[src/rtl/core/tdsi_sqrt.sv]
// ----------------------------------------------------------------------------
// tdsi_sqrt: iterative integer square root
// Floor square root of a 66-bit sum, two radicand bits per cycle.
// ----------------------------------------------------------------------------
module tdsi_sqrt (
  input  logic        clk_i,
  input  logic        rst_ni,
  input  logic        start_i,
  input  logic [65:0] rad_i,
  output logic        done_o,
  output logic [32:0] root_o
);

  logic        busy_q, busy_d, done_q, done_d;
  logic [5:0]  cnt_q, cnt_d;
  logic [65:0] rad_q, rad_d;
  logic [34:0] rem_q, rem_d;
  logic [32:0] root_q, root_d;
  logic [34:0] trial;
  logic [34:0] cand;

  assign trial = {rem_q[32:0], rad_q[65:64]};
  assign cand  = {root_q, 2'b01};

  // Digit-by-digit recurrence, one result bit a cycle.
  always_comb begin
    busy_d = busy_q;
    cnt_d  = cnt_q;
    rad_d  = rad_q;
    rem_d  = rem_q;
    root_d = root_q;
    done_d = 1'b0;
    if (start_i) begin
      busy_d = 1'b1;
      cnt_d  = 6'd0;
      rad_d  = rad_i;
      rem_d  = 35'd0;
      root_d = 33'd0;
    end else if (busy_q) begin
      rad_d = {rad_q[63:0], 2'b00};
      if (trial >= cand) begin
        rem_d  = trial - cand;
        root_d = {root_q[31:0], 1'b1};
      end else begin
        rem_d  = trial;
        root_d = {root_q[31:0], 1'b0};
      end
      cnt_d = cnt_q + 6'd1;
      if (cnt_q == 6'd32) begin
        busy_d = 1'b0;
        done_d = 1'b1;
      end
    end
  end

  always_ff @(posedge clk_i or negedge rst_ni) begin
    if (!rst_ni) begin
      busy_q <= 1'b0;
      done_q <= 1'b0;
      cnt_q  <= 6'd0;
    end else begin
      busy_q <= busy_d;
      done_q <= done_d;
      cnt_q  <= cnt_d;
    end
  end

  always_ff @(posedge clk_i) begin
    rad_q  <= rad_d;
    rem_q  <= rem_d;
    root_q <= root_d;
  end

  assign done_o = done_q;
  assign root_o = root_q;

endmodule

[config.mk]
export PLATFORM = sky130hd
export DESIGN_NAME = tdsi_sqrt
export DESIGN_NICKNAME = d
export VERILOG_FILES = /design/src/rtl/core/tdsi_sqrt.sv
export SDC_FILE = /design/constraint.sdc
export NUM_CORES = 1
export LEC_CHECK = 0
export BUFFER_PORTS_ARGS = -buffer_cell sky130_fd_sc_hd__buf_2
export CORE_MARGIN = 1
export CORE_UTILIZATION = 50
export DETAILED_ROUTE_END_ITERATION = 10
export PLACE_DENSITY = 0.82
export SLEW_MARGIN = 10
export SYNTH_ARGS = -nofsm -noshare
export SYNTH_HDL_FRONTEND = slang
export SYNTH_SLANG_ARGS = --single-unit
[constraint.sdc]
create_clock -name clk_i -period 3.3 [get_ports clk_i]
set_input_delay 0 -clock clk_i [delete_from_list [all_inputs] [get_ports clk_i]]
set_output_delay 0 -clock clk_i [all_outputs]
set_load 0.02 [all_outputs]
# After elaboration in Yosys (flattened, before gate mapping)
# Index checks and enable logic that the tools add are counted.
[op_classes] add_sub_neg=2 n_mul=0 n_div=0 n_lt_le_gt_ge=1 n_eq_ne=1 shift=0 muxes=12 bitwise=0 n_reduce_logical=1
[ops] cell="66-bit two-way mux" count=2
[ops] cell="35-bit greater-or-equal comparator" count=1
[ops] cell="33-bit two-way mux" count=1
[ops] cell="33-bit subtractor" count=1
[ops] cell="6-bit two-way mux" count=2
[ops] cell="1-bit two-way mux" count=7
[ops] cell="6-bit by 1-bit adder with 6-bit output (second input constant)" count=1
[ops] cell="6-bit == test (second input constant)" count=1
[ops] cell="2-bit nonzero test" count=1
[totals] reg_bits=140 latchBits=0 mem_bits_rw=0 rom_bits=0 inputBits=69 out_inout_bits=34 word_cells=23 n_memories=0

# Longest topological paths before layout
[logic_depth] ltp_word=4 mapped_depth=14 depth_no_buf=12

# Least setup slack after synthesis
# Ideal clock, no wire load.
[synth_path] path_type="register to register" from="register root_q[14] (netlist: root_o[14])" to="register rem_q[29]" setup_ns=0.091 t_arrival_ns=2.849 required_time_ns=3.209 slack_ns=0.360 path_stages_with_launch=14 path_buffers=1 period_less_slack_ns=2.940 cell_sequence="dfxtp_1 -> inv_1 -> ha_1 -> clkbuf_1 -> a21o_1 -> a211oi_1 -> o211ai_1 -> a21oi_2 -> o21bai_1 -> a21oi_1 -> nor2b_1 -> o21ai_0 -> mux2_1 -> a311oi_1"
[synth_via] elab_chain_cells=2 word_cells_on_any_way=3 classes_between="add/sub: 1; order compare: 1; mux: 1"
[synth_rtl] item="start: declaration" line="18" rtl="logic [32:0] root_q, root_d;"
[synth_rtl] item="start signal: assignment" line="71" rtl="root_q <= root_d;"
[synth_rtl] item="33-bit subtractor / 35-bit greater-or-equal comparator (equally long branches)" line="42, 41"
[synth_rtl] item="33-bit two-way mux (*)" line="41" rtl="if (trial >= cand) begin"
[synth_rtl] item="end signal: assignment" line="70" rtl="rem_q <= rem_d;"
[synth_rtl] item="end: declaration" line="17" rtl="logic [34:0] rem_q, rem_d;"
# Every way passes the cells marked *; elsewhere a longest branch is shown, timed or not.
# A chain may end at the register's enable or synchronous reset.

# Worst setup path in the final report
[layout_path] from="register root_q[14] (netlist: root_o[14])" to="register rem_q[26]"
# Same word-level chain as after synthesis.

==> flow_summary.ini <==
[finish]
final_net_count = 995
drive_gt1_share_pct = 23.8
multi_input_area_sq_um = 3820
finalCoreUtilization_pct = 65.1
ff_latch_area_sq_um = 3510
antenna_cells = 0
area_growth_syn_to_layout_pct = 25.1
fillers = 1135

[routing]
drc = 0
wl_um = 17300
drtIter0Drc = 386
num_vias = 5948
post_drt_wl_per_cell_um = 16.0
firstDrtPassIters = 5
via_per_inst = 5.48
drtAntennaViolNets = 0

[placement]
numPortBuffers = 102
hpwl_um = 10300
pre_cts_slack_ns = 0.256
finalWeightedCongestion = 0.851

[synth]
syn_area_per_cell_sq_um = 10.4
syn_area_sq_um = 7680
synth_area_leader_cell = edfxtp_1
synth_top_cells_by_area = edfxtp_1 (26%), dfxtp_1 (17%), mux2_2 (9.4%)
synth_warnings = 0
ys_seq_area_share_pct = 45.6
synth_async_sr_flop_share_pct = 5.71
synthFlopType = edfxtp_1
synthTopCellsByCount = nor2_1 (89), dfxtp_1 (66), edfxtp_1 (66)
synthDistinctLibCells = 55
yosysMostFrequentCell = nor2_1
synth_edf_count = 66
synth_cells = 736
yosys.area.top_type_share_pct = 25.8
synth_seq_cells = 140
synth_nets = 842

[sta]
setup_slack_ns = 0.264
finalMaxSlewViolations = 0
slew-limit-headroom_pct = 48.3
period_share_pct = 92.0
period_needed_ns = 3.04
fin_hold_ws_ns = 0.416
final-setup-viol-count = 0
fmax_mhz = 329
rsz0062_at_grt = false
tightest_slew_ns = 0.775
skew_ns = 0.00867
tns_ns = 0
hold_viol_final = 0

[status]
status = finished, final reports clean

[global_route]
track_usage_pct = 22.7
antenna_found_initial = 0
grt_max_degree = 142
grt_overflow = 0
grt_pass1_vias = 5961
grt_pass1_wl_um = 28500

[setup_path]
path_delay_family = compound AO/OA/AOI/OAI gates
cp.arrival_ns = 3.34
path_class = flop to flop
worst-path-buf-inv = 2
worstPathCellList = inv_1, ha_1, a21o_1, a211oi_1, o211ai_1, a21oi_2, nor4b_2, nor3_2, o21ai_4, buf_4, nand3b_1, o21ai_0, a2111oi_1
critPathSlowestCell = ha_1
cp_data_required_time_ns = 3.60
end_kind = flop
start_kind = flop
cp_slowest_stage_delay_ns = 0.40
worst-path-max-fanout = 10

[power_and_ir_drop]
power_leakage_nw = 4.33
power.density_nw_per_um2 = 815
peakVddDrop_mv = 0.485

[clocking]
clock-root-buffer = clkbuf_16
insertion_delay_ns = 0.42
cts_buffers = 17
cts_tree = built
cts_setup_buffers = 0
clk_pin_slew_ns = 0.06
htree_levels = 4
clk_path_buf_depth = 2
cts.sinks = 140

[floorplanning]
die_y_um = 126
num_rows = 44
die_x_um = 126
start_util_pct = 52.1
dieArea_sq_um = 15900
ios = 103
fp.coreArea_sq_um = 14800

[run]
drv_cap = 0

[min_path]
worstHoldPathType = input pin to flop
## logic make-up after synthesis
logic type / count (synthesis) / synth area share [%]
AO/OA/AOI/OAI: 146 / 12.7
XOR/XNOR: 32 / 3.65
adder cells (fa/ha/maj): 37 / 6.03
buffers and inverters: 93 / 4.90
flip-flops: 140 / 45.6
multiplexers: 126 / 17.5
AND/OR/NAND/NOR: 162 / 9.66
## stage by stage
stage / area (sq um) / instances / power, mW
floorplan: 7680 / 736 / 5.15
global placement: 8300 / 985 / 5.71
detailed placement: 8300 / 985 / 5.76
CTS: 9580 / 1086 / 7.76
global route: 9610 / 1086 / 8.34
finish: 9610 / 1086 / 7.83
## worst reg2reg max path, cell delays in order, from the launching register on
cell	delay (ns)
dfxtp_1	0.37
inv_1	0.06
ha_1	0.40
a21o_1	0.22
a211oi_1	0.28
o211ai_1	0.15
a21oi_2	0.21
nor4b_2	0.08
nor3_2	0.25
o21ai_4	0.13
buf_4	0.22
nand3b_1	0.09
o21ai_0	0.08
a2111oi_1	0.39
## routing by layer
layer / part of all wire (%) / vias to the layer above / global-route usage (%)
met3: 4.7 / 22 / 6.07
met5: 0 / - / 0
met2: 50 / 145 / 39.2
li1: - / 2950 / -
met4: 1.4 / 0 / 7.09
met1: 44 / 2831 / 27.5
## cells in the final DEF (no fill, tap or decap), drive strengths merged, types with 4 or more instances in the layout
cell type,Yosys,final
a211oi,31,31
a21o,17,17
a21oi,44,44
buf,10,110
clkbuf,35,18
clkinv,0,4
dfrtp,8,8
dfxtp,66,66
dlygate4sd3,0,69
edfxtp,66,66
ha,37,37
inv,48,54
mux2,65,65
mux2i,61,61
nand2,25,25
nand2b,5,5
nand3,5,5
nand4,13,13
nor2,89,89
nor3,4,4
o211ai,4,4
o21a,7,7
o21ai,25,25
xnor2,19,19
xor2,13,13
## cell type report
class / count / share of cell area [%]
Multi-Input combinational cell: 503 / 39.7
Sequential cell: 140 / 36.5
Timing Repair Buffer: 179 / 13.4
Clock buffer: 18 / 4.47
Tap cell: 184 / 2.40
Inverter: 48 / 1.88
Clock inverter: 14 / 1.64
## state kept, by name, indices dropped and copies added, names as in the netlist
signal / cells
cnt_q: 6
done_o: 1
root_o: 33
busy_q: 1
rad_q: 66
rem_q: 33
## power by group
part | switching (mW) | internal [mW]
clock | 0.787 | 1.13
sequential | 0.158 | 2.08
combinational | 1.93 | 1.74
total | 2.88 | 4.95
## what timing repair did
item,in CTS,in global routing
resized for setup,0,5
hold buffers,69,0
endpoints found under the setup margin,0,2
endpoints found under the hold margin,79,0
## path summary, 6_finish.rpt
check                            from         to  slack, ns  cells after the start
setup / recovery           root_o[14]  rem_q[26]       0.26                     13
hold / removal               rad_i[9]   rad_q[9]       0.42                      3
setup reg to reg           root_o[14]  rem_q[26]       0.26                     13
hold reg to reg             rem_q[31]  rem_q[31]       0.49                      2
max in group asynchronous      rst_ni     busy_q       2.42                      3
min in group asynchronous      rst_ni   cnt_q[5]       0.58                      3
(Power assumes the default switching activity.)
