[src/rtl/core/tdsi_pkg.sv]
// ----------------------------------------------------------------------------
// tdsi_pkg: shared types and constants of the spin integrator
// Register indexes, reset values and the divider request and response types.
// ----------------------------------------------------------------------------
package tdsi_pkg;

  localparam logic [1:0] RegInvInertia = 2'd0;
  localparam logic [1:0] RegMaxSpeed   = 2'd1;
  localparam logic [1:0] RegDamping    = 2'd2;
  localparam logic [1:0] RegRestThr    = 2'd3;

  localparam logic [30:0] InvInertiaReset = 31'd163840;
  localparam logic [30:0] MaxSpeedReset   = 31'd655360;
  localparam logic [16:0] DampingReset    = 17'd6554;
  localparam logic [15:0] RestThrReset    = 16'd1;

  localparam logic signed [31:0] SpinResetX = 32'sd0;
  localparam logic signed [31:0] SpinResetY = 32'sd13107;
  localparam logic signed [31:0] SpinResetZ = 32'sd19661;

  // Divider request: signed numerator, positive divisor, truncating quotient.
  typedef struct packed {
    logic              start;
    logic signed [63:0] num;
    logic        [31:0] den;
  } div_req_t;

  typedef struct packed {
    logic              done;
    logic signed [63:0] quo;
  } div_rsp_t;

endpackage

[src/rtl/core/tdsi_div.sv]
// ----------------------------------------------------------------------------
// tdsi_div: shared restoring divider
// Divides a signed 64-bit numerator by a positive 32-bit divisor, truncating
// toward zero. One quotient bit per cycle.
// ----------------------------------------------------------------------------
module tdsi_div (
  input  logic               clk_i,
  input  logic               rst_ni,
  input  tdsi_pkg::div_req_t req_i,
  output tdsi_pkg::div_rsp_t rsp_o
);

  logic        busy_q, busy_d;
  logic [6:0]  cnt_q, cnt_d;
  logic [63:0] quo_q, quo_d;
  logic [32:0] rem_q, rem_d;
  logic [31:0] den_q, den_d;
  logic        neg_q, neg_d;
  logic        done_q, done_d;
  logic [32:0] trial;
  logic [63:0] mag;

  assign mag = req_i.num[63] ? (64'd0 - 64'(req_i.num)) : 64'(req_i.num);
  assign trial = {rem_q[31:0], quo_q[63]};

  // One shift and trial subtract a cycle.
  always_comb begin
    busy_d = busy_q;
    cnt_d  = cnt_q;
    quo_d  = quo_q;
    rem_d  = rem_q;
    den_d  = den_q;
    neg_d  = neg_q;
    done_d = 1'b0;
    if (req_i.start) begin
      busy_d = 1'b1;
      cnt_d  = 7'd0;
      quo_d  = mag;
      rem_d  = 33'd0;
      den_d  = req_i.den;
      neg_d  = req_i.num[63];
    end else if (busy_q) begin
      if (trial >= {1'b0, den_q}) begin
        rem_d = trial - {1'b0, den_q};
        quo_d = {quo_q[62:0], 1'b1};
      end else begin
        rem_d = trial;
        quo_d = {quo_q[62:0], 1'b0};
      end
      cnt_d = cnt_q + 7'd1;
      if (cnt_q == 7'd63) begin
        busy_d = 1'b0;
        done_d = 1'b1;
      end
    end
  end

  always_ff @(posedge clk_i or negedge rst_ni) begin
    if (!rst_ni) begin
      busy_q <= 1'b0;
      done_q <= 1'b0;
      cnt_q  <= 7'd0;
    end else begin
      busy_q <= busy_d;
      done_q <= done_d;
      cnt_q  <= cnt_d;
    end
  end

  always_ff @(posedge clk_i) begin
    quo_q <= quo_d;
    rem_q <= rem_d;
    den_q <= den_d;
    neg_q <= neg_d;
  end

  assign rsp_o.done = done_q;
  assign rsp_o.quo  = neg_q ? (64'sd0 - $signed(quo_q)) : $signed(quo_q);

endmodule

[config.mk]
export PLATFORM = sky130hd
export DESIGN_NAME = tdsi_div
export DESIGN_NICKNAME = d
export VERILOG_FILES = /design/src/rtl/core/tdsi_pkg.sv /design/src/rtl/core/tdsi_div.sv
export SDC_FILE = /design/constraint.sdc
export NUM_CORES = 1
export LEC_CHECK = 0
export ABC_AREA = 1
export BUFFER_PORTS_ARGS = -buffer_cell sky130_fd_sc_hd__buf_2
export CORE_MARGIN = 3
export CORE_UTILIZATION = 51
export DETAILED_ROUTE_END_ITERATION = 8
export GPL_ROUTABILITY_DRIVEN = 0
export HOLD_SLACK_MARGIN = 0.02
export PLACE_DENSITY = 0.8
export SLEW_MARGIN = 25
export SYNTH_ARGS = -nofsm -noshare
export SYNTH_HDL_FRONTEND = slang
export SYNTH_SLANG_ARGS = --single-unit
[constraint.sdc]
create_clock -name clk_i -period 8.8 [get_ports clk_i]
set_clock_uncertainty 0.1 [all_clocks]
set_input_delay 0 -clock clk_i [delete_from_list [all_inputs] [get_ports clk_i]]
set_output_delay 0 -clock clk_i [all_outputs]
set_load 0.05 [all_outputs]
Yosys cells after proc, flatten, opt, wreduce, memory -nomap -nowiden
Cells that the tools add are included.

Output and inout bits: 65. RAM bits: 0. ROM bits: 0. Logic and storage cells: 28. Input bits: 99. Register bits after elaboration: 138. Memories kept: 0. Bits in latches: 0.

Muxes and demuxes: 14. Shift-type cells: 0. Eq/ne operators: 1. Order comparisons: 1. Reductions and logical operators: 1. Div/mod/pow operators: 0. Bitwise gates (word level): 0. Add/sub/neg operators: 4. Multiply operators: 0.

Operators by type and width (number): $mux 64 (4); $sub 1x64->64 const A (2); $ge 33x32->1 (1); $mux 32 (1); $sub 32x32->32 (1); $mux 7 (2); $add 7x1->7 const B (1); $eq 7x6->1 const B (1); $mux 1 (7); $reduce_bool 2->1 (1).

Longest topological paths before layout
Gate-level depths: netlist of run 1.

Depth after elaboration: 4. Depth in mapped cells: 17. Gate-level depth less buffers: 16.

Worst setup path before layout of run 1
OpenSTA, ideal clock, no wires.

Kind: register to register. Start point: register busy_q. End point: register quo_q[0], enable pin. Data required time: 8.246 ns. Stages on the path, launching flop included: 4. Arrival time: 2.534 ns. Buffers on the path: 1. Setup slack: 5.711 ns. Cell sequence: dfrtp_1 -> nor2_1 -> inv_1 -> clkbuf_1.

Word-level cells in the longest chain between the ends: 1.

RTL lines: start, declared (line tdsi_div.sv:13) `logic busy_q, busy_d;`; start signal, assigned (line tdsi_div.sv:64) `busy_q <= busy_d;`; $reduce_bool 2->1 (no source line); end signal, assigned (line tdsi_div.sv:71) `quo_q <= quo_d;`; end, declared (line tdsi_div.sv:15) `logic [63:0] quo_q, quo_d;`.

Every way passes these cells. A chain may end at the register's enable or synchronous reset.

==> run_results.csv, run 1 <==
group,metric,value,unit
yosys,synth_ff_type,"sky130_fd_sc_hd__edfxtp_1",
floorplanning,core_area,24400,um2
final_layout,final_core_utilization,0.626,
yosys,post_synth_num_cell_types,48,
power_and_ir_drop,ir_drop,161,uV
timing,worstMarginPinSlew,0.987,ns
timing,finalWorstPathRequiredPeriod,3.23,ns
worst_hold_path,hold-path-cell-count,5,
floorplanning,floorplan.die_area,26800,um2
worst_hold_path,timing.hold.worst_endpoint,"quo_q[30]$_DFFE_PP_",
run_status,outcome,"complete, no violations",
global_route,pin_count_of_the_biggest_net_entering_global_routing,77,
cts,cts_root_buffer,"sky130_fd_sc_hd__clkbuf_16",
timing,setup_violators_final,0,
global_route,grt_util_all_layers,0.313,
yosys,post_synth_simple_gate_area,0.429,
cts,worst_setup_hold_path_clk_slew,0.06,ns
detailed_routing,antenna_left,0,
timing,grt_setup_unrepaired,"no",
cts,postCtsSetupBuffers,0,
detailed_routing,drt_iter0_drc,1722,
yosys,share_of_the_synthesized_area_in_the_top_cell_type,0.229,
global_route,antenna_found_initial,0,
yosys,synth_compound_gate_area_share,0.0637,
setup_path,cp_data_arrival_time,3.13,ns
yosys,synth_nets,2181,
yosys,synth_area,12700,um2
floorplanning,core.rowCount,57,
setup_path,regToRegSetupSlack,6.16,ns
yosys,post_synth_mux_area_share,0,
detailed_routing,routed_wl,42.3,mm
setup_path,timing.rr.end,"quo_q[0]$_DFFE_PP_",
yosys,syn_area_per_cell,6.20,um2
final_layout,num-nets-final,2411,
cts,cts.sink_count,138,
final_layout,antennaDiodeCount,0,
timing,final_min_period_over_clock_period,0.367,
yosys,synth-seq-cells,138,
yosys,synth-edff-count,97,
final_layout,layout.filler_cells,2237,
detailed_routing,drc_errors,0,
final_layout,fraction_of_final_layout_cells_sized_beyond_drive_strength_1,0.107,
setup_path,worstSetupStartpointType,"flip-flop",
yosys,postSynth.asyncResetShare,0.0652,
cts,cts_tree,"done",
timing,timing_max_transition_violations_final,0,
placement,io_buffers,163,
cts,cts_buf_count,17,
power_and_ir_drop,static-leakage-power,7.52,nW
detailed_routing,detailedRoute.firstPassIterationCount,8,
setup_path,critical_path_cell_list,"inv_1 -> ha_1 -> nand3_1 -> nor2_2 -> nand2_2 -> nor2_1 -> nand3_1 -> o21ai_2 -> nand2_1 -> xor2_1 -> buf_2",
detailed_routing,vias_per_cell,5.57,
job,max-cap-violations,0,
cts,ctsLongestPathBuffers,2,
detailed_routing,num_vias,14543,
setup_path,worst_setup_path_end_kind,"output pin",
setup_path,reg2reg_depth,10,
placement,hpwl,32.0,mm
global_route,via_count_of_the_first_global_routing_pass,13533,
setup_path,path_class,"flip-flop to output pin",
worst_hold_path,holdCritPathClass,"input port to flip-flop",
floorplanning,num_io_pins,164,
worst_hold_path,worstHoldStart,"req_i[62]",
cts,cts.htree.levels,4,
final_layout,synthesis_to_layout_area_growth,20.3,%
timing,finalHoldViolations,0,
setup_path,most_frequent_cell_on_critical_path,"sky130_fd_sc_hd__nand3_1",
yosys,synth_top_cells_by_area,"sky130_fd_sc_hd__edfxtp_1 23%, sky130_fd_sc_hd__nand2_1 21%, sky130_fd_sc_hd__inv_1 8.4%",
floorplanning,initial_core_utilization,0.520,
detailed_routing,wl_per_cell,16.2,um
floorplanning,floorplan.die.height,164,um
setup_path,crit_slowest_cell,"sky130_fd_sc_hd__edfxtp_1",
yosys,yosys.area_share.xor_xnor,0.0649,
yosys,synth_largest_area_cell,"sky130_fd_sc_hd__edfxtp_1",
timing,timing.max_slew.rel_slack,0.342,
yosys,yosys_warns,0,
setup_path,rr_startpoint,"den_q[28]$_DFFE_PP_",
timing,setup-tns-final,0,ns
yosys,synth_top_family_by_area,"simple AND/OR/NAND/NOR gates",
cts,clock_latency,0.43,ns
yosys,synth_adder_area_share,0.0361,
setup_path,slowest_delay,0.42,ns
yosys,synth_seq_area_share,0.298,
global_route,grt_overflow,0,
floorplanning,fp.dieW,164,um
setup_path,critPathMaxFanout,7,
timing,clock.fmax,310,MHz
setup_path,critPathRequiredTime,8.70,ns
power_and_ir_drop,power_density,206,nW/um2
yosys,synth_cells,2046,
global_route,global_route_wire_length_before_repair,67.2,mm
-- synth_stat cells (2+ instances only) --
cell and number:
sky130_fd_sc_hd__buf_4 6, sky130_fd_sc_hd__edfxtp_1 97, sky130_fd_sc_hd__buf_1 5, sky130_fd_sc_hd__nor4_1 7, sky130_fd_sc_hd__buf_6 3, sky130_fd_sc_hd__inv_2 8, sky130_fd_sc_hd__a21oi_1 32, sky130_fd_sc_hd__inv_1 285
sky130_fd_sc_hd__nor2_2 10, sky130_fd_sc_hd__nor3b_1 2, sky130_fd_sc_hd__o21ai_1 25, sky130_fd_sc_hd__o21ai_2 3, sky130_fd_sc_hd__xor2_1 67, sky130_fd_sc_hd__nor3_1 22, sky130_fd_sc_hd__xnor2_1 27, sky130_fd_sc_hd__and3_1 2
sky130_fd_sc_hd__nand2_1 706, sky130_fd_sc_hd__or2_2 6, sky130_fd_sc_hd__o21a_1 3, sky130_fd_sc_hd__o21ai_0 70, sky130_fd_sc_hd__nand4_1 47, sky130_fd_sc_hd__o21bai_1 7, sky130_fd_sc_hd__nand2_2 6, sky130_fd_sc_hd__nand3b_1 23
sky130_fd_sc_hd__clkbuf_1 30, sky130_fd_sc_hd__nor2_1 239, sky130_fd_sc_hd__nor2_4 2, sky130_fd_sc_hd__a31oi_1 5, sky130_fd_sc_hd__ha_1 35, sky130_fd_sc_hd__dfxtp_1 32, sky130_fd_sc_hd__nand3_1 192, sky130_fd_sc_hd__nand3_2 2
sky130_fd_sc_hd__buf_2 5, sky130_fd_sc_hd__dfrtp_1 9, sky130_fd_sc_hd__and2_1 7, sky130_fd_sc_hd__clkinv_1 7
-- per-stage QoR --
step           cell area [um2]  hold slack, ns  worst slack, ns  power (mW)  std cells
2_1_floorplan            12700          -0.396             5.71        1.98       2046
4_1_cts                  15300          0.0359             5.59        3.12       2613
5_1_grt                  15300           0.103             5.41        3.34       2613
3_5_place_dp             13700          -0.236             6.06        2.31       2489
3_3_place_gp             13700          -0.243             6.12        2.29       2489
6_report                 15300          0.0592             5.57        3.14       2613
-- final cells by class --
type | instances | area, um2 | area share
well taps | 324 | 405 | 0.0266
multi-input cells | 1557 | 7530 | 0.493
clock inverters | 13 | 180 | 0.0118
flip-flops and latches | 138 | 3780 | 0.247
inverters | 300 | 1130 | 0.0738
clock buffers | 19 | 453 | 0.0297
repair buffers | 262 | 1790 | 0.117
-- what timing repair did --
action / in CTS / in global routing
resized for setup: 0 / 0
endpoints found under the hold margin: 124 / 0
hold buffers: 92 / 0
-- worst max path at each step --
stage / from / end / slack, ns / cells after the start
CTS: quo_q[0]$_DFFE_PP_ / rsp_o[24] / 5.59 / 11
floorplan: busy_q$_DFF_PN0_ / quo_q[0]$_DFFE_PP_ / 5.71 / 3
global placement: quo_q[0]$_DFFE_PP_ / rsp_o[28] / 6.12 / 11
finish: quo_q[0]$_DFFE_PP_ / rsp_o[24] / 5.57 / 11
global route: quo_q[0]$_DFFE_PP_ / rsp_o[24] / 5.41 / 11
detailed placement: quo_q[0]$_DFFE_PP_ / rsp_o[24] / 6.06 / 11
-- layer usage --
layer	share of wire	vias up	global-route usage	routed length, um
met5	0	-	0	0
met4	0.060	0	0.175	2520
li1	-	6968	-	-
met3	0.10	167	0.0573	4280
met2	0.44	887	0.486	18500
met1	0.40	6521	0.410	17000
-- flip-flops by register name (all words and copies together), names as in the netlist --
name	count
den_q	32
done_q	1
quo_q	64
busy_q	1
rem_q	32
neg_q	1
cnt_q	7
-- worst max-delay path, delay by kind of cell (launching register included) --
kind                     cells  cell delay (ns)
AO/OA/AOI/OAI                1             0.20
XOR/XNOR                     1             0.32
adder cells (fa/ha/maj)      1             0.22
buffers and inverters        2             0.52
flip-flops                   1             0.42
AND/OR/NAND/NOR              6             1.03
-- cell usage in the layout, fill, tap and decap left out, drive strengths merged, types with 9 or more instances in the layout --
cell and n:
nand2 714, inv 298, nor2 252, nand3 194
buf 170, o21ai 98, edfxtp 97, dlygate4sd3 92
xor2 67, nand4 47, ha 35, a21oi 33
dfxtp 32, xnor2 27, nand3b 23, nor3 23
clkbuf 19, clkinv 10, dfrtp 9
-- cell families (layout without fill, tap and decap cells) --
kind of cell	Yosys count	after routing
flip-flops	138	138
adder cells (fa/ha/maj)	36	36
XOR/XNOR	94	94
AO/OA/AOI/OAI	150	150
AND/OR/NAND/NOR	1277	1277
buffers and inverters	351	594
-- power breakdown --
group / switching, mW / internal, mW / total (mW) / leakage (nW)
clock network: 0.305 / 0.469 / 0.775 / 0.305
logic: 1.01 / 0.467 / 1.48 / 5.81
registers: 0.0817 / 0.805 / 0.887 / 1.41
total: 1.40 / 1.74 / 3.14 / 7.52
(Power assumes the default switching activity.)
==> run 2, diff against run 1 <==
Clock period 8.8 ns to 3.3 ns, I/O delays scaled along.
==> run_results.csv, run 2 (synthesized netlist as in run 1, its figures left out) <==
group,metric,value,unit
run_status,outcome,"complete, no violations",
cts,cts.htree.levels,4,
timing,setup_violators_final,0,
cts,postCtsSetupBuffers,0,
setup_path,most_frequent_cell_on_critical_path,"sky130_fd_sc_hd__nand3_1",
worst_hold_path,worstHoldStart,"req_i[56]",
cts,clock_latency,0.43,ns
timing,final_min_period_over_clock_period,0.958,
power_and_ir_drop,power_density,541,nW/um2
setup_path,critPathMaxFanout,7,
setup_path,worstSetupStartpointType,"flip-flop",
detailed_routing,detailedRoute.firstPassIterationCount,8,
setup_path,worst_setup_path_end_kind,"output pin",
floorplanning,core.rowCount,57,
detailed_routing,drt_iter0_drc,1860,
final_layout,largest_register,"quo_q",
final_layout,layout.filler_cells,2206,
worst_hold_path,holdCritPathClass,"input port to flip-flop",
detailed_routing,antenna_left,0,
floorplanning,fp.dieW,164,um
job,max-cap-violations,0,
setup_path,rr_startpoint,"den_q[28]$_DFFE_PP_",
setup_path,timing.critical_path.max_delay_family,"simple AND/OR/NAND/NOR gates",
floorplanning,floorplan.die_area,26800,um2
final_layout,layout_common_cells,"706 x sky130_fd_sc_hd__nand2_1, 284 x sky130_fd_sc_hd__inv_1, 237 x sky130_fd_sc_hd__nor2_1",
setup_path,timing.critical_path.from,"quo_q[0]$_DFFE_PP_",
setup_path,number_of_buffers_and_inverters_on_the_critical_path,2,
final_layout,reg.largest.list,"quo_q: 64 flops, den_q: 32 flops, rem_q: 32 flops",
final_layout,fraction_of_final_layout_cells_sized_beyond_drive_strength_1,0.109,
global_route,antenna_found_initial,0,
timing,whs,0.0704,ns
timing,setup-tns-final,0,ns
floorplanning,core_area,24400,um2
setup_path,slowest_delay,0.44,ns
power_and_ir_drop,ir_drop,493,uV
timing,timing.max_slew.rel_slack,0.604,
setup_path,critical_path_cell_list,"inv_1 -> ha_1 -> nand3_1 -> nor2_4 -> nand2_2 -> nor2_1 -> nand3_1 -> o21ai_2 -> nand2_1 -> xor2_1 -> buf_2",
timing,clock.fmax,316,MHz
cts,ctsLongestPathBuffers,2,
setup_path,crit_slowest_cell,"sky130_fd_sc_hd__edfxtp_1",
global_route,grt_util_all_layers,0.319,
detailed_routing,wl_per_cell,16.4,um
timing,grt_setup_unrepaired,"yes",
final_layout,layout.cells.most_common,"sky130_fd_sc_hd__nand2_1",
cts,cts_root_buffer,"sky130_fd_sc_hd__clkbuf_16",
final_layout,post_layout_nonfiller_instances,2618,
timing,worstMarginPinSlew,0.595,ns
global_route,pin_count_of_the_biggest_net_entering_global_routing,93,
setup_path,path_class,"flip-flop to output pin",
placement,io_buffers,163,
setup_path,cp_data_arrival_time,3.06,ns
global_route,grt_overflow,0,
timing,timing_max_transition_violations_final,0,
cts,cts.sink_count,138,
timing,finalWorstPathRequiredPeriod,3.16,ns
cts,cts_buf_count,17,
cts,worst_setup_hold_path_clk_slew,0.06,ns
detailed_routing,num_vias,14598,
final_layout,synthesis_to_layout_area_growth,20.7,%
placement,place.detailed.instances,2492,
final_layout,largest_register_ffs,64,
setup_path,critPathRequiredTime,3.20,ns
final_layout,final_core_utilization,0.628,
placement,hpwl,32.3,mm
final_layout,num-nets-final,2416,
floorplanning,initial_core_utilization,0.520,
global_route,via_count_of_the_first_global_routing_pass,13485,
global_route,global_route_wire_length_before_repair,68.2,mm
power_and_ir_drop,static-leakage-power,7.54,nW
detailed_routing,vias_per_cell,5.58,
final_layout,antennaDiodeCount,0,
cts,cts_tree,"done",
floorplanning,num_io_pins,164,
timing,finalHoldViolations,0,
detailed_routing,routed_wl,43.0,mm
power_and_ir_drop,design_power_total,8.30,mW
floorplanning,floorplan.die.height,164,um
detailed_routing,drc_errors,0,
## run 2: metal layers
layer,GRT usage,share of wire
met1,0.423,0.40
met2,0.502,0.44
met3,0.0504,0.10
met4,0.168,0.059
met5,0,0
## run 2: through the flow
step                worst slack, ns  area, um2
CTS                          0.0297      15300
global placement              0.561      13800
detailed placement            0.552      13800
floorplan                     0.211      12700
global route               -0.00548      15300
finish                        0.137      15300
## run 2: layout make-up
class / count / area, um2 / area share
Clock buffer: 18 / 429 / 0.0280
Clock inverter: 14 / 161 / 0.0105
Inverter: 300 / 1130 / 0.0735
Multi-Input combinational cell: 1557 / 7560 / 0.493
Sequential cell: 138 / 3780 / 0.247
Tap cell: 324 / 405 / 0.0264
Timing Repair Buffer: 267 / 1870 / 0.122
## run 2: path summary, 6_finish.rpt
kind                                           to  slack, ns  depth (start not counted)
setup / recovery                        rsp_o[26]       0.14                         11
hold / removal                quo_q[24]$_DFFE_PP_       0.07                          5
setup reg to reg               quo_q[0]$_DFFE_PP_       0.55                         10
hold reg to reg            rem_q[16]$_SDFFE_PP0P_       0.37                          2
max in group asynchronous        busy_q$_DFF_PN0_       2.34                          3
min in group asynchronous    cnt_q[0]$_DFFE_PN0P_       0.47                          3
## run 2: report_power, final
part           total, mW  internal, mW  switching, mW
Combinational       3.97          1.26           2.71
Sequential          2.37          2.15          0.222
Clock               1.95          1.13          0.824
Total               8.30          4.54           3.76
## run 2: what timing repair did
action,in CTS,in global routing
resized for setup,0,10
hold buffers,94,0
endpoints found under the hold margin,117,0
setup endpoints to repair,0,5
## run 2: tightest hold or removal path, delay by kind of cell
family	cells	cell delay, ns
simple gates	1	0.08
buf+inv	2	0.18
compound gates	2	0.24
==> run 3, diff against run 2 <==
Settings changed: CORE_UTILIZATION 51 to 42, HOLD_SLACK_MARGIN 0.02 to not set, PLACE_DENSITY 0.8 to 0.69.
==> run_results.csv, run 3 (synthesized netlist as in run 1, its figures left out) <==
group,metric,value,unit
setup_path,worstSetupStartpointType,"flip-flop",
timing,timing_max_transition_violations_final,0,
setup_path,critical_path_cell_list,"inv_1 -> ha_1 -> nand3_1 -> nor2_4 -> nand2_2 -> nor2_1 -> nand3_1 -> o21ai_2 -> o21ai_1 -> xor2_1 -> buf_2",
floorplanning,floorplan.die_area,32300,um2
timing,clock.fmax,317,MHz
cts,cts_tree,"done",
timing,grt_setup_unrepaired,"no",
detailed_routing,antenna_left,0,
run_status,outcome,"complete, no violations",
power_and_ir_drop,power_density,541,nW/um2
final_layout,fraction_of_final_layout_cells_sized_beyond_drive_strength_1,0.109,
setup_path,crit_slowest_cell,"sky130_fd_sc_hd__edfxtp_1",
power_and_ir_drop,design_power_total,8.33,mW
worst_hold_path,holdCritPathClass,"input port to flip-flop",
cts,worst_setup_hold_path_clk_slew,0.07,ns
detailed_routing,drc_errors,0,
timing,finalWorstPathRequiredPeriod,3.16,ns
global_route,via_count_of_the_first_global_routing_pass,13490,
global_route,pin_count_of_the_biggest_net_entering_global_routing,77,
global_route,antenna_found_initial,2,
timing,timing.max_slew.rel_slack,0.516,
floorplanning,core_area,29700,um2
final_layout,largest_register,"quo_q",
timing,worstMarginPinSlew,0.722,ns
detailed_routing,num_vias,14196,
floorplanning,num_io_pins,164,
global_route,grt_util_all_layers,0.260,
setup_path,cp_data_arrival_time,3.06,ns
final_layout,synthesis_to_layout_area_growth,21.3,%
setup_path,worst_setup_path_end_kind,"output pin",
global_route,global_route_wire_length_before_repair,68.6,mm
setup_path,path_class,"flip-flop to output pin",
cts,cts_root_buffer,"sky130_fd_sc_hd__clkbuf_16",
final_layout,reg.largest.list,"quo_q: 64 flops, den_q: 32 flops, rem_q: 32 flops",
floorplanning,fp.dieW,180,um
cts,ctsLongestPathBuffers,2,
final_layout,largest_register_ffs,64,
timing,final_min_period_over_clock_period,0.957,
timing,setup_violators_final,0,
setup_path,slowest_delay,0.41,ns
final_layout,layout_common_cells,"706 x sky130_fd_sc_hd__nand2_1, 284 x sky130_fd_sc_hd__inv_1, 238 x sky130_fd_sc_hd__nor2_1",
global_route,grt_overflow,0,
setup_path,most_frequent_cell_on_critical_path,"sky130_fd_sc_hd__nand3_1",
final_layout,layout.cells.most_common,"sky130_fd_sc_hd__nand2_1",
detailed_routing,routed_wl,43.3,mm
final_layout,multi_input_area,7550,um2
placement,hpwl,33.3,mm
cts,cts.sink_count,138,
final_layout,antennaDiodeCount,0,
cts,clock_latency,0.43,ns
detailed_routing,vias_per_cell,5.29,
floorplanning,core.rowCount,63,
final_layout,seq_area,3780,um2
cts,cts.htree.levels,4,
detailed_routing,wl_per_cell,16.1,um
cts,cts_buf_count,17,
detailed_routing,drt_iter0_drc,1504,
placement,io_buffers,163,
floorplanning,initial_core_utilization,0.427,
setup_path,critPathRequiredTime,3.20,ns
final_layout,layout.filler_cells,2977,
power_and_ir_drop,static-leakage-power,7.55,nW
timing,finalHoldViolations,0,
timing,setup-tns-final,0,ns
setup_path,critPathMaxFanout,7,
power_and_ir_drop,ir_drop,357,uV
final_layout,num-nets-final,2415,
floorplanning,floorplan.die.height,180,um
detailed_routing,detailedRoute.firstPassIterationCount,6,
job,max-cap-violations,0,
[run 3: cell types whose count changed in the layout (fill, tap and decap cells not counted), moves of 2 or more]
cell,previous run,this run
sky130_fd_sc_hd__clkbuf_16,17,21
sky130_fd_sc_hd__clkbuf_1,1,3
sky130_fd_sc_hd__clkinv_4,3,1
sky130_fd_sc_hd__inv_6,5,1
sky130_fd_sc_hd__buf_4,10,13
sky130_fd_sc_hd__dlygate4sd3_1,94,92
[run 3: final cells by class]
cell class,instances,share of cell area
multi-input cells,1557,0.490
flip-flops and latches,138,0.245
repair buffers,266,0.119
inverters,300,0.0731
clock buffers,24,0.0349
well taps,390,0.0317
clock inverters,8,0.00512
[run 3: final timing paths]
kind / start / to / slack (ns) / cells after the start
worst max-delay path: quo_q[0]$_DFFE_PP_ / rsp_o[30] / 0.14 / 11
worst min-delay path: req_i[54] / quo_q[22]$_DFFE_PP_ / 0.02 / 5
worst max register to register: den_q[30]$_DFFE_PP_ / rem_q[27]$_SDFFE_PP0P_ / 0.72 / 15
worst min register to register: rem_q[22]$_SDFFE_PP0P_ / rem_q[22]$_SDFFE_PP0P_ / 0.37 / 2
max in group asynchronous: rst_ni / busy_q$_DFF_PN0_ / 2.34 / 3
min in group asynchronous: rst_ni / cnt_q[4]$_DFFE_PN0P_ / 0.47 / 3
[run 3: what timing repair did]
action / CTS / global route
endpoints found under the hold margin: 101 / 0
gates resized for setup: 2 / 3
gates cloned: 0 / 0
setup endpoints to repair: 2 / 6
hold buffers: 92 / 0
buffers inserted: 0 / 0
[run 3: layer usage]
metal,wire [um],GRT usage,vias to the layer above
li1,-,-,6965
met1,18200,0.336,6416
met2,19800,0.432,684
met3,3120,0.0281,127
met4,2200,0.131,4
met5,28,0,-
[run 3: stage by stage]
step	setup WS, ns	cell area (um2)	hold WS [ns]	instances	utilization
floorplan	0.211	12700	-0.396	2046	-
global placement	0.472	13800	-0.237	2559	0.466
detailed placement	0.433	13800	-0.239	2559	0.466
CTS	0.00223	15400	0.00214	2683	0.518
global route	0.0233	15400	0.0706	2683	0.518
finish	0.142	15400	0.0200	2683	0.518
[run 3: power by group]
part           internal, mW  total [mW]  switching [mW]
Sequential             2.15        2.36           0.218
Combinational          1.26        3.95            2.69
Clock                  1.22        2.02           0.798
Total                  4.63        8.33            3.71
[run 3: worst max-delay path, delay by kind of cell, from the launching register on]
family | cells | cell delay (ns)
fa+ha+maj | 1 | 0.22
simple gates | 5 | 0.86
buf+inv | 2 | 0.47
compound gates | 2 | 0.37
xor+xnor | 1 | 0.30
flops | 1 | 0.41
